$ cat src/design/tsc_pkg.sv
package tsc_pkg;

	localparam int TOKEN_W         = 16;
	localparam int DEF_QUEUE_DEPTH = 4;

	localparam logic [7:0] CH_NUL    = 8'h00;
	localparam logic [7:0] CH_TAB    = 8'h09;
	localparam logic [7:0] CH_LF     = 8'h0A;
	localparam logic [7:0] CH_CR     = 8'h0D;
	localparam logic [7:0] CH_SPACE  = 8'h20;
	localparam logic [7:0] CH_HASH   = 8'h23;
	localparam logic [7:0] CH_LPAREN = 8'h28;
	localparam logic [7:0] CH_RPAREN = 8'h29;
	localparam logic [7:0] CH_COMMA  = 8'h2C;
	localparam logic [7:0] CH_MINUS  = 8'h2D;
	localparam logic [7:0] CH_DOT    = 8'h2E;
	localparam logic [7:0] CH_LT     = 8'h3C;
	localparam logic [7:0] CH_UNDER  = 8'h5F;

	typedef enum logic [2:0] {
		MODE_IDLE  = 3'd0,
		MODE_LT    = 3'd1,
		MODE_MINUS = 3'd2,
		MODE_INT   = 3'd3,
		MODE_FRAC  = 3'd4,
		MODE_IDENT = 3'd5
	} mode_t;

	typedef enum logic [2:0] {
		KIND_ARROW  = 3'd0,
		KIND_LPAREN = 3'd1,
		KIND_RPAREN = 3'd2,
		KIND_COMMA  = 3'd3,
		KIND_NUMBER = 3'd4,
		KIND_IDENT  = 3'd5,
		KIND_EOF    = 3'd6,
		KIND_ERROR  = 3'd7
	} kind_t;

	typedef enum logic [1:0] {
		ERR_NONE    = 2'd0,
		ERR_ARROW   = 2'd1,
		ERR_DOTS    = 2'd2,
		ERR_BADCHAR = 2'd3
	} err_t;

	typedef struct packed {
		kind_t                kind;
		err_t                 err;
		logic [TOKEN_W-1:0]   line;
		logic [TOKEN_W-1:0]   col;
		logic [TOKEN_W-1:0]   len;
	} tok_t;

	// one scanned character: one or two tokens
	typedef struct packed {
		tok_t t0;
		tok_t t1;
		logic two;
	} q_entry_t;

	typedef struct packed {
		logic not_empty;
		logic full;
	} q_status_t;

endpackage

$ cat src/design/tsc_in_if.sv
interface tsc_in_if;
	logic       valid;
	logic       ready;
	logic [7:0] char_code;
	logic       end_of_input;

	modport source(output valid, output char_code, output end_of_input, input ready);
	modport sink(input valid, input char_code, input end_of_input, output ready);
endinterface

$ cat src/design/tsc_out_if.sv
interface tsc_out_if;
	logic        valid;
	logic        ready;
	logic [2:0]  token_kind;
	logic [1:0]  error_code;
	logic [15:0] token_line;
	logic [15:0] token_column;
	logic [15:0] token_length;
	logic        last_of_run;

	modport source(
		output valid, output token_kind, output error_code, output token_line,
		output token_column, output token_length, output last_of_run, input ready
	);
	modport sink(
		input valid, input token_kind, input error_code, input token_line,
		input token_column, input token_length, input last_of_run, output ready
	);
endinterface

$ cat src/design/tsc_front.sv
module tsc_front import tsc_pkg::*; (
	input  logic          clk,
	input  logic          arst_n,
	tsc_in_if.sink        chars,
	input  q_status_t     q_stat,
	output logic          push,
	output q_entry_t      push_entry
);

	mode_t              mode_q;
	logic [TOKEN_W-1:0] line_q;
	logic [TOKEN_W-1:0] col_q;
	logic [TOKEN_W-1:0] plen_q;
	logic               done_q;

	mode_t              m;
	logic [TOKEN_W-1:0] line;
	logic [TOKEN_W-1:0] col;
	logic [TOKEN_W-1:0] plen;
	logic               dn;
	logic [7:0]         c;
	logic               consumed;
	logic               have0;
	logic               two;
	tok_t               t0;
	tok_t               t1;
	logic               ie;
	kind_t              ik;
	err_t               ierr;
	logic [TOKEN_W-1:0] ilen;
	tok_t               p;

	function automatic logic [TOKEN_W-1:0] sat_add(input logic [TOKEN_W-1:0] a,
			input logic [TOKEN_W-1:0] b);
		logic [TOKEN_W:0] s;
		s = {1'b0, a} + {1'b0, b};
		return s[TOKEN_W] ? {TOKEN_W{1'b1}} : s[TOKEN_W-1:0];
	endfunction

	function automatic logic is_digit(input logic [7:0] ch);
		return (ch >= 8'h30) && (ch <= 8'h39);
	endfunction

	function automatic logic is_ident(input logic [7:0] ch);
		return is_digit(ch) || ((ch >= 8'h61) && (ch <= 8'h7A)) ||
			((ch >= 8'h41) && (ch <= 8'h5A)) || (ch == CH_UNDER);
	endfunction

	assign chars.ready = !q_stat.full;

	always_comb begin
		c        = chars.end_of_input ? CH_NUL : chars.char_code;
		m        = mode_q;
		line     = line_q;
		col      = col_q;
		plen     = plen_q;
		dn       = done_q;
		consumed = 1'b0;
		have0    = 1'b0;
		two      = 1'b0;
		t0       = '0;
		t1       = '0;
		ie       = 1'b0;
		ik       = KIND_ERROR;
		ierr     = ERR_NONE;
		ilen     = '0;
		p        = '0;

		if (done_q) begin
			t0    = '{KIND_EOF, ERR_NONE, line_q, col_q, '0};
			have0 = 1'b1;
		end else begin
			// close or extend the open token
			unique case (mode_q)
				MODE_LT: begin
					have0 = 1'b1;
					if (c == CH_MINUS) begin
						t0       = '{KIND_ARROW, ERR_NONE, line_q, col_q,
							sat_add(plen_q, TOKEN_W'(1))};
						consumed = 1'b1;
					end else begin
						t0 = '{KIND_ERROR, ERR_ARROW, line_q, col_q, plen_q};
					end
				end
				MODE_MINUS: begin
					if (is_digit(c)) begin
						m        = MODE_INT;
						plen     = sat_add(plen_q, TOKEN_W'(1));
						consumed = 1'b1;
					end else begin
						have0 = 1'b1;
						t0    = '{KIND_ERROR, ERR_BADCHAR, line_q, col_q, plen_q};
					end
				end
				MODE_INT, MODE_FRAC: begin
					if (is_digit(c)) begin
						plen     = sat_add(plen_q, TOKEN_W'(1));
						consumed = 1'b1;
					end else if (c == CH_DOT && mode_q == MODE_INT) begin
						m        = MODE_FRAC;
						plen     = sat_add(plen_q, TOKEN_W'(1));
						consumed = 1'b1;
					end else if (c == CH_DOT) begin
						have0    = 1'b1;
						t0       = '{KIND_ERROR, ERR_DOTS, line_q, col_q,
							sat_add(plen_q, TOKEN_W'(1))};
						consumed = 1'b1;
					end else begin
						have0 = 1'b1;
						t0    = '{KIND_NUMBER, ERR_NONE, line_q, col_q, plen_q};
					end
				end
				MODE_IDENT: begin
					if (is_ident(c) || c == CH_DOT) begin
						plen     = sat_add(plen_q, TOKEN_W'(1));
						consumed = 1'b1;
					end else begin
						have0 = 1'b1;
						t0    = '{KIND_IDENT, ERR_NONE, line_q, col_q, plen_q};
					end
				end
				default: begin
					m    = MODE_IDLE;
					plen = '0;
				end
			endcase

			if (have0) begin
				col  = sat_add(col_q, t0.len);
				plen = '0;
				m    = MODE_IDLE;
			end

			// character not taken by the open token starts fresh
			if (!consumed) begin
				unique case (c)
					CH_LF: begin
						line = sat_add(line, TOKEN_W'(1));
						col  = '0;
					end
					CH_SPACE, CH_CR, CH_TAB: col = sat_add(col, TOKEN_W'(1));
					CH_LPAREN: begin
						ie   = 1'b1;
						ik   = KIND_LPAREN;
						ilen = TOKEN_W'(1);
					end
					CH_RPAREN: begin
						ie   = 1'b1;
						ik   = KIND_RPAREN;
						ilen = TOKEN_W'(1);
					end
					CH_COMMA: begin
						ie   = 1'b1;
						ik   = KIND_COMMA;
						ilen = TOKEN_W'(1);
					end
					CH_LT: begin
						m    = MODE_LT;
						plen = TOKEN_W'(1);
					end
					CH_MINUS: begin
						m    = MODE_MINUS;
						plen = TOKEN_W'(1);
					end
					CH_HASH: begin
						m    = MODE_IDENT;
						plen = TOKEN_W'(1);
					end
					CH_NUL: begin
						ie = 1'b1;
						ik = KIND_EOF;
						dn = 1'b1;
					end
					default: begin
						if (is_digit(c)) begin
							m    = MODE_INT;
							plen = TOKEN_W'(1);
						end else if (is_ident(c)) begin
							m    = MODE_IDENT;
							plen = TOKEN_W'(1);
						end else begin
							ie   = 1'b1;
							ik   = KIND_ERROR;
							ierr = ERR_BADCHAR;
							ilen = TOKEN_W'(1);
						end
					end
				endcase

				if (ie) begin
					p    = '{ik, ierr, line, col, ilen};
					col  = sat_add(col, ilen);
					plen = '0;
					m    = MODE_IDLE;
					if (have0) begin
						t1  = p;
						two = 1'b1;
					end else begin
						t0    = p;
						have0 = 1'b1;
					end
				end
			end
		end
	end

	assign push       = chars.valid && chars.ready && have0;
	assign push_entry = '{t0, t1, two};

	always_ff @(posedge clk or negedge arst_n) begin
		if (!arst_n) begin
			mode_q <= MODE_IDLE;
			line_q <= TOKEN_W'(1);
			col_q  <= '0;
			plen_q <= '0;
			done_q <= 1'b0;
		end else if (chars.valid && chars.ready) begin
			mode_q <= m;
			line_q <= line;
			col_q  <= col;
			plen_q <= plen;
			done_q <= dn;
		end
	end

endmodule

$ cat src/design/tsc_queue.sv
module tsc_queue import tsc_pkg::*; #(
	parameter int DEPTH = DEF_QUEUE_DEPTH
) (
	input  logic      clk,
	input  logic      arst_n,
	input  logic      push,
	input  q_entry_t  push_entry,
	input  logic      pop,
	output q_entry_t  head,
	output q_status_t q_stat
);

	localparam int PW = (DEPTH > 1) ? $clog2(DEPTH) : 1;
	localparam int CW = $clog2(DEPTH + 1);

	q_entry_t        mem_q [DEPTH];
	logic [PW-1:0]   wr_q;
	logic [PW-1:0]   rd_q;
	logic [CW-1:0]   cnt_q;
	logic            do_push;
	logic            do_pop;

	assign q_stat.not_empty = (cnt_q != '0);
	assign q_stat.full      = (cnt_q == CW'(DEPTH));
	assign head             = mem_q[rd_q];
	assign do_push          = push && !q_stat.full;
	assign do_pop           = pop && q_stat.not_empty;

	always_ff @(posedge clk) begin
		if (do_push) begin
			mem_q[wr_q] <= push_entry;
		end
	end

	always_ff @(posedge clk or negedge arst_n) begin
		if (!arst_n) begin
			wr_q  <= '0;
			rd_q  <= '0;
			cnt_q <= '0;
		end else begin
			if (do_push) begin
				wr_q <= (wr_q == PW'(DEPTH - 1)) ? '0 : wr_q + PW'(1);
			end
			if (do_pop) begin
				rd_q <= (rd_q == PW'(DEPTH - 1)) ? '0 : rd_q + PW'(1);
			end
			if (do_push && !do_pop) begin
				cnt_q <= cnt_q + CW'(1);
			end else if (do_pop && !do_push) begin
				cnt_q <= cnt_q - CW'(1);
			end
		end
	end

endmodule

$ cat src/design/tsc_back.sv
module tsc_back import tsc_pkg::*; (
	input  logic      clk,
	input  logic      arst_n,
	input  q_entry_t  head,
	input  q_status_t q_stat,
	output logic      pop,
	tsc_out_if.source tokens
);

	tok_t out_tok_q;
	logic out_last_q;
	logic out_valid_q;
	logic phase_q;
	logic load;

	// phase_q set: first token of a pair already sent, second one next
	assign load = q_stat.not_empty && (!out_valid_q || tokens.ready);
	assign pop  = load && (!head.two || phase_q);

	always_ff @(posedge clk or negedge arst_n) begin
		if (!arst_n) begin
			out_valid_q <= 1'b0;
			phase_q     <= 1'b0;
		end else if (load) begin
			out_valid_q <= 1'b1;
			phase_q     <= head.two && !phase_q;
		end else if (tokens.ready) begin
			out_valid_q <= 1'b0;
		end
	end

	always_ff @(posedge clk) begin
		if (load) begin
			out_tok_q  <= phase_q ? head.t1 : head.t0;
			out_last_q <= !head.two || phase_q;
		end
	end

	assign tokens.valid        = out_valid_q;
	assign tokens.token_kind   = out_tok_q.kind;
	assign tokens.error_code   = out_tok_q.err;
	assign tokens.token_line   = out_tok_q.line;
	assign tokens.token_column = out_tok_q.col;
	assign tokens.token_length = out_tok_q.len;
	assign tokens.last_of_run  = out_last_q;

endmodule

$ cat src/design/token_scanner.sv
// Flow: a character's tokens are written to the queue as the character is accepted, then
// loaded into the output register. One character per cycle while the queue is not full;
// one token beat per cycle at the output while the sink is ready, so a character yielding
// two tokens takes an output beat per token, absorbed by the QUEUE_DEPTH-entry queue between scanner and output stage.
// Reset: line 1, column 0, no open token, queue and output register empty.
module token_scanner import tsc_pkg::*; #(
	parameter int QUEUE_DEPTH = DEF_QUEUE_DEPTH
) (
	input  logic      clk,
	input  logic      arst_n,
	tsc_in_if.sink    chars,
	tsc_out_if.source tokens
);

	q_status_t q_stat;
	q_entry_t  push_entry;
	q_entry_t  head;
	logic      push;
	logic      pop;

	tsc_front u_front (
		.clk        (clk),
		.arst_n     (arst_n),
		.chars      (chars),
		.q_stat     (q_stat),
		.push       (push),
		.push_entry (push_entry)
	);

	tsc_queue #(
		.DEPTH (QUEUE_DEPTH)
	) u_queue (
		.clk        (clk),
		.arst_n     (arst_n),
		.push       (push),
		.push_entry (push_entry),
		.pop        (pop),
		.head       (head),
		.q_stat     (q_stat)
	);

	tsc_back u_back (
		.clk    (clk),
		.arst_n (arst_n),
		.head   (head),
		.q_stat (q_stat),
		.pop    (pop),
		.tokens (tokens)
	);

`ifndef SYNTHESIS
	a_err_code_matches_kind: assert property (@(posedge clk) disable iff (!arst_n)
		tokens.valid |-> ((tokens.token_kind == KIND_ERROR) == (tokens.error_code != ERR_NONE)))
		else $error("error code inconsistent with token kind");

	a_eof_shape: assert property (@(posedge clk) disable iff (!arst_n)
		tokens.valid && tokens.token_kind == KIND_EOF
		|-> tokens.token_length == '0 && tokens.last_of_run)
		else $error("eof token must be last with zero length");

	a_no_phantom: assert property (@(posedge clk) disable iff (!arst_n)
		!q_stat.not_empty && !tokens.valid && !(chars.valid && chars.ready)
		|=> !tokens.valid)
		else $error("output beat without a queued token");

	a_pop_needs_data: assert property (@(posedge clk) disable iff (!arst_n)
		pop |-> q_stat.not_empty && (!tokens.valid || tokens.ready))
		else $error("queue pop while empty or output stalled");
`endif

endmodule

$ cat src/flat_wrapper.sv
// flat-port wrapper written by rule: the top's interface ports become plain ports
module token_scanner_flat import tsc_pkg::*;
#(
	parameter int QUEUE_DEPTH = DEF_QUEUE_DEPTH
)
  (clk, arst_n, chars_valid, chars_char_code, chars_end_of_input, chars_ready, tokens_valid, tokens_token_kind, tokens_error_code, tokens_token_line, tokens_token_column, tokens_token_length, tokens_last_of_run, tokens_ready);
  tsc_in_if chars_i ();
  tsc_out_if tokens_i ();
  input  logic clk;
  input  logic arst_n;
  input wire logic [$bits(chars_i.valid)-1:0] chars_valid;
  input wire logic [$bits(chars_i.char_code)-1:0] chars_char_code;
  input wire logic [$bits(chars_i.end_of_input)-1:0] chars_end_of_input;
  output wire logic [$bits(chars_i.ready)-1:0] chars_ready;
  output wire logic [$bits(tokens_i.valid)-1:0] tokens_valid;
  output wire logic [$bits(tokens_i.token_kind)-1:0] tokens_token_kind;
  output wire logic [$bits(tokens_i.error_code)-1:0] tokens_error_code;
  output wire logic [$bits(tokens_i.token_line)-1:0] tokens_token_line;
  output wire logic [$bits(tokens_i.token_column)-1:0] tokens_token_column;
  output wire logic [$bits(tokens_i.token_length)-1:0] tokens_token_length;
  output wire logic [$bits(tokens_i.last_of_run)-1:0] tokens_last_of_run;
  input wire logic [$bits(tokens_i.ready)-1:0] tokens_ready;
  assign chars_i.valid = chars_valid;
  assign chars_i.char_code = chars_char_code;
  assign chars_i.end_of_input = chars_end_of_input;
  assign chars_ready = chars_i.ready;
  assign tokens_valid = tokens_i.valid;
  assign tokens_token_kind = tokens_i.token_kind;
  assign tokens_error_code = tokens_i.error_code;
  assign tokens_token_line = tokens_i.token_line;
  assign tokens_token_column = tokens_i.token_column;
  assign tokens_token_length = tokens_i.token_length;
  assign tokens_last_of_run = tokens_i.last_of_run;
  assign tokens_i.ready = tokens_ready;
  token_scanner #(.QUEUE_DEPTH(QUEUE_DEPTH)) u_core (.clk(clk), .arst_n(arst_n), .chars(chars_i), .tokens(tokens_i));
endmodule
$ cat config.mk
export PLATFORM = sky130hd
export DESIGN_NAME = token_scanner_flat
export DESIGN_NICKNAME = d
export VERILOG_FILES = /design/src/design/tsc_pkg.sv /design/src/design/tsc_in_if.sv /design/src/design/tsc_out_if.sv /design/src/design/tsc_front.sv /design/src/design/tsc_queue.sv /design/src/design/tsc_back.sv /design/src/design/token_scanner.sv /design/src/flat_wrapper.sv
export SDC_FILE = /design/constraint.sdc
export NUM_CORES = 1
export LEC_CHECK = 0
export ABC_CLOCK_PERIOD_IN_PS = 12510
export BUFFER_PORTS_ARGS = -buffer_cell sky130_fd_sc_hd__buf_2
export CAP_MARGIN = 5
export CORE_ASPECT_RATIO = 0.8
export CORE_UTILIZATION = 30
export CTS_CLUSTER_DIAMETER = 150
export CTS_CLUSTER_SIZE = 30
export DETAILED_ROUTE_END_ITERATION = 12
export PLACE_DENSITY = 0.54
export SYNTH_ARGS = -nofsm -noshare
export SYNTH_HDL_FRONTEND = slang
export SYNTH_SLANG_ARGS = --single-unit
$ cat constraint.sdc
create_clock -name clk -period 12.51 [get_ports clk]
set_clock_uncertainty 0.15 [all_clocks]
set_input_delay 0.6255 -clock clk [delete_from_list [all_inputs] [get_ports clk]]
set_output_delay 0.6255 -clock clk [all_outputs]
set_load 0.01 [all_outputs]
==> results by group <==
Status
  – Status: complete, no violations

Placed design
  – Instance area after placement: 24210 µm²
  – Placed wire-length estimate: 38010 µm
  – Post-place setup slack: 3.213 ns
  – Routability congestion estimate from global placement: 0.9092
  – Instance count after placement with tap cells included: 2685
  – Total of buffers placed on input and output ports: 68

Final layout
  – Final instance area: 24750 µm²
  – Share of layout cells above drive strength 1: 17.23%
  – Highest-count cells in the layout ignoring fill and taps: edfxtp_1, nor2_1, nand2_1
  – Post-layout instance count excluding filler cells: 2720
  – Net total in the final layout: 1747
  – Most frequent standard cell in the layout excluding fill and tap cells: edfxtp_1
  – Layout area overhead: 8.722%
  – Share of the core filled with cells: 33.28%

Routing
  – Post-DRT Antenna Nets: 0
  – DR iter-0 viols: 1247
  – Aggregate routed wire length: 56830 µm
  – Number of remaining DRC errors: 0
  – Vias per inst: 5.245
  – Initial DRT Pass Iterations: 6
  – Vias after detailed routing: 14267
  – Detail-routed net length per standard cell: 20.89 µm

Floorplan
  – CORE AREA: 74390 µm²
  – Die Ht: 248.4 µm
  – Number of cell rows: 89
  – Top-level port count: 69
  – Starting utilization of the core area: 30.61%
  – Width of the chip: 310.0 µm
  – Full die area: 77000 µm²

Job
  – Total of max-cap violations: 0

Pwr
  – Sequential fraction of design power: 49.3%
  – Overall power: 4.841 mW
  – Fraction of power consumed by combinational cells: 34.6%
  – Switching Share: 33.13%
  – Total internal power: 3.237 mW
  – Switching power total: 1.604 mW
  – Pwr/cell area: 195.6 nW/µm²
  – Leakage dissipation: 8.360 nW
  – Clock network fraction of design power: 16.1%
  – Worst voltage drop across the vdd grid: 0.09495 mV

CTS
  – CTS Buf Count: 19
  – Clock tree sinks: 479
  – Post-cts hold buffer count: 0
  – Clock transition time at the flip-flop clock pins of the worst setup and hold paths: 0.12 ns
  – Setup repair bufs after CTS: 0
  – CTS H-Tree Depth: 1
  – Gates resized, CTS repair: 0
  – Clock root buffer master: clkbuf_16
  – Clock insertion delay at the later pin of the skew report: 0.58 ns
  – CTS Buffer Depth: 3
  – TritonCTS clock tree: done

Critical path
  – Max stage delay on crit path: 0.58 ns
  – CP Capture Type: flop
  – Arrival @ worst endpoint: 9.67 ns
  – Critical path fanouts, max: 19
  – Required time reported for the critical path endpoint: 12.86 ns
  – Crit path max-delay cell type: nand2b_1
  – Worst setup SP type: flop
  – Worst setup path class: flop to flop

STA
  – Final hold violations: 0
  – Final-layout worst hold slack: 0.07845 ns
  – Final Setup Violations: 0
  – Peak Freq: 0.1072 GHz
  – Unrepaired setup endpoints after global routing: false
  – Worst slew margin relative to its limit: 25.38%
  – Period utilization: 74.54%
  – Setup TNS after final layout: 0 ns
  – Slew @ Worst Pin: 1.112 ns
  – Time the final worst path needs with I/O delays and setup: 9.325 ns
  – Slew Limit Fails: 0
  – Post-route setup slack: 3.185 ns

Logic synthesis
  – Post-synth design cell area: 22770 µm²
  – Proportion of register bits with asynchronous set or reset after synthesis: 12.73%
  – FF+latch count, synth: 479
  – YS warnings: 0
  – Main flop type after synthesis: edfxtp_1
  – Sequential share of the synthesized area: 61.84%
  – Post-synthesis cell count: 1680
  – EDFF count, synth: 418
  – Syn Area/Cell: 13.55 µm²
  – Net count after synthesis: 1722
  – Post-synth cell types: 86

Global route
  – Number of global-route vias before repair: 14211
  – First-pass GRT wire length: 86740 µm
  – Initial antenna violation count: 4
  – Largest net degree at the start of global routing: 62
  – Global-route congestion overflow total: 0
  – Global-route usage over all layers: 14.68%

Min path
  – Hold Crit Class: primary input to flop
-- power groups by stage --
stage                     logic, mW  clock network (mW)  registers [mW]
after floorplan                1.18                   0            2.42
after global placement         1.70                   0            2.42
after detailed placement       1.71                   0            2.43
after CTS                      1.71               0.807            2.40
after global routing           1.84               0.852            2.43
final                          1.68               0.778            2.39
-- logic make-up after synthesis --
logic type      after synthesis  share of synthesized area (%)
compound gates              391                          11.17
xor+xnor                     34                          1.308
fa+ha+maj                    29                          1.660
buf+inv                     116                          2.127
flops                       479                          61.84
mux                         139                          11.34
simple gates                492                          10.56
-- sequential cells by signal, indices dropped and copies added, names as in the netlist --
name                               cells
u_core.u_back.phase_q                  1
u_core.u_back.tokens.error_code        2
u_core.u_back.tokens.token_kind        3
u_core.u_front.col_q                  16
u_core.u_back.tokens.token_column     16
u_core.u_back.tokens.token_length     16
u_core.u_back.tokens.last_of_run       1
u_core.u_front.done_q                  1
u_core.u_back.tokens.valid             1
u_core.u_front.line_q                 16
u_core.u_queue.wr_q                    2
u_core.u_queue.cnt_q                   3
u_core.u_queue.mem_q                 364
u_core.u_back.tokens.token_line       16
u_core.u_queue.rd_q                    2
u_core.u_front.plen_q                 16
u_core.u_front.mode_q                  3
-- cell usage after synthesis (19+ instances only) --
cell type,count,area share [%]
nand2_1,136,2.2
mux4_2,91,9.0
xnor2_1,21,0.81
o22ai_1,19,0.52
clkbuf_1,54,0.89
o21ai_0,89,2.0
ha_1,27,1.5
nor3_1,30,0.66
edfxtp_1,418,55
dfrtp_1,60,6.6
mux2_2,41,2.0
nor2b_1,26,0.71
inv_1,30,0.49
nand4_1,22,0.60
a21oi_1,113,2.5
and3_1,24,0.66
nand3_1,32,0.70
nor2_1,139,2.3
-- worst paths after layout --
path	start	endpoint	slack, ns	depth (start not counted)
max	u_core.u_front.plen_q[0]	u_core.u_front.col_q[15]	3.19	31
min	tokens_ready	u_core.u_back.tokens.valid	0.08	2
max reg2reg	u_core.u_front.plen_q[0]	u_core.u_front.col_q[15]	3.19	31
min reg2reg	u_core.u_queue.cnt_q[2]	u_core.u_queue.cnt_q[2]	0.36	1
max in group asynchronous	arst_n	u_core.u_queue.rd_q[1]	11.41	2
min in group asynchronous	arst_n	u_core.u_back.tokens.valid	0.11	2
-- per-layer routing --
metal,GRT usage [%],up-vias,share of wire (%)
met2,23.98,325,47
met3,2.118,51,4.5
met5,0,-,0.070
li1,-,6540,-
met1,20.97,7345,47
met4,2.362,6,1.4
-- area by class of cell --
type	count	area [µm²]
fill	7347	49630
sequential	479	14090
multi-input combinational	1085	8250
tap	1001	1252
clock buffer	33	531.8
timing repair buffer	90	505.5
inverter	30	112.6
clock inverter	1	8.758
antenna	1	2.502
-- critical path: cells and delay by family, from the launching register on --
| family | cells | cell delay (ns) |
|---|---|---|
| buf+inv | 2 | 0.14 |
| compound gates | 10 | 2.87 |
| flops | 1 | 0.45 |
| simple gates | 14 | 4.17 |
| fa+ha+maj | 5 | 1.47 |
Power figures use the tool's default switching activity.
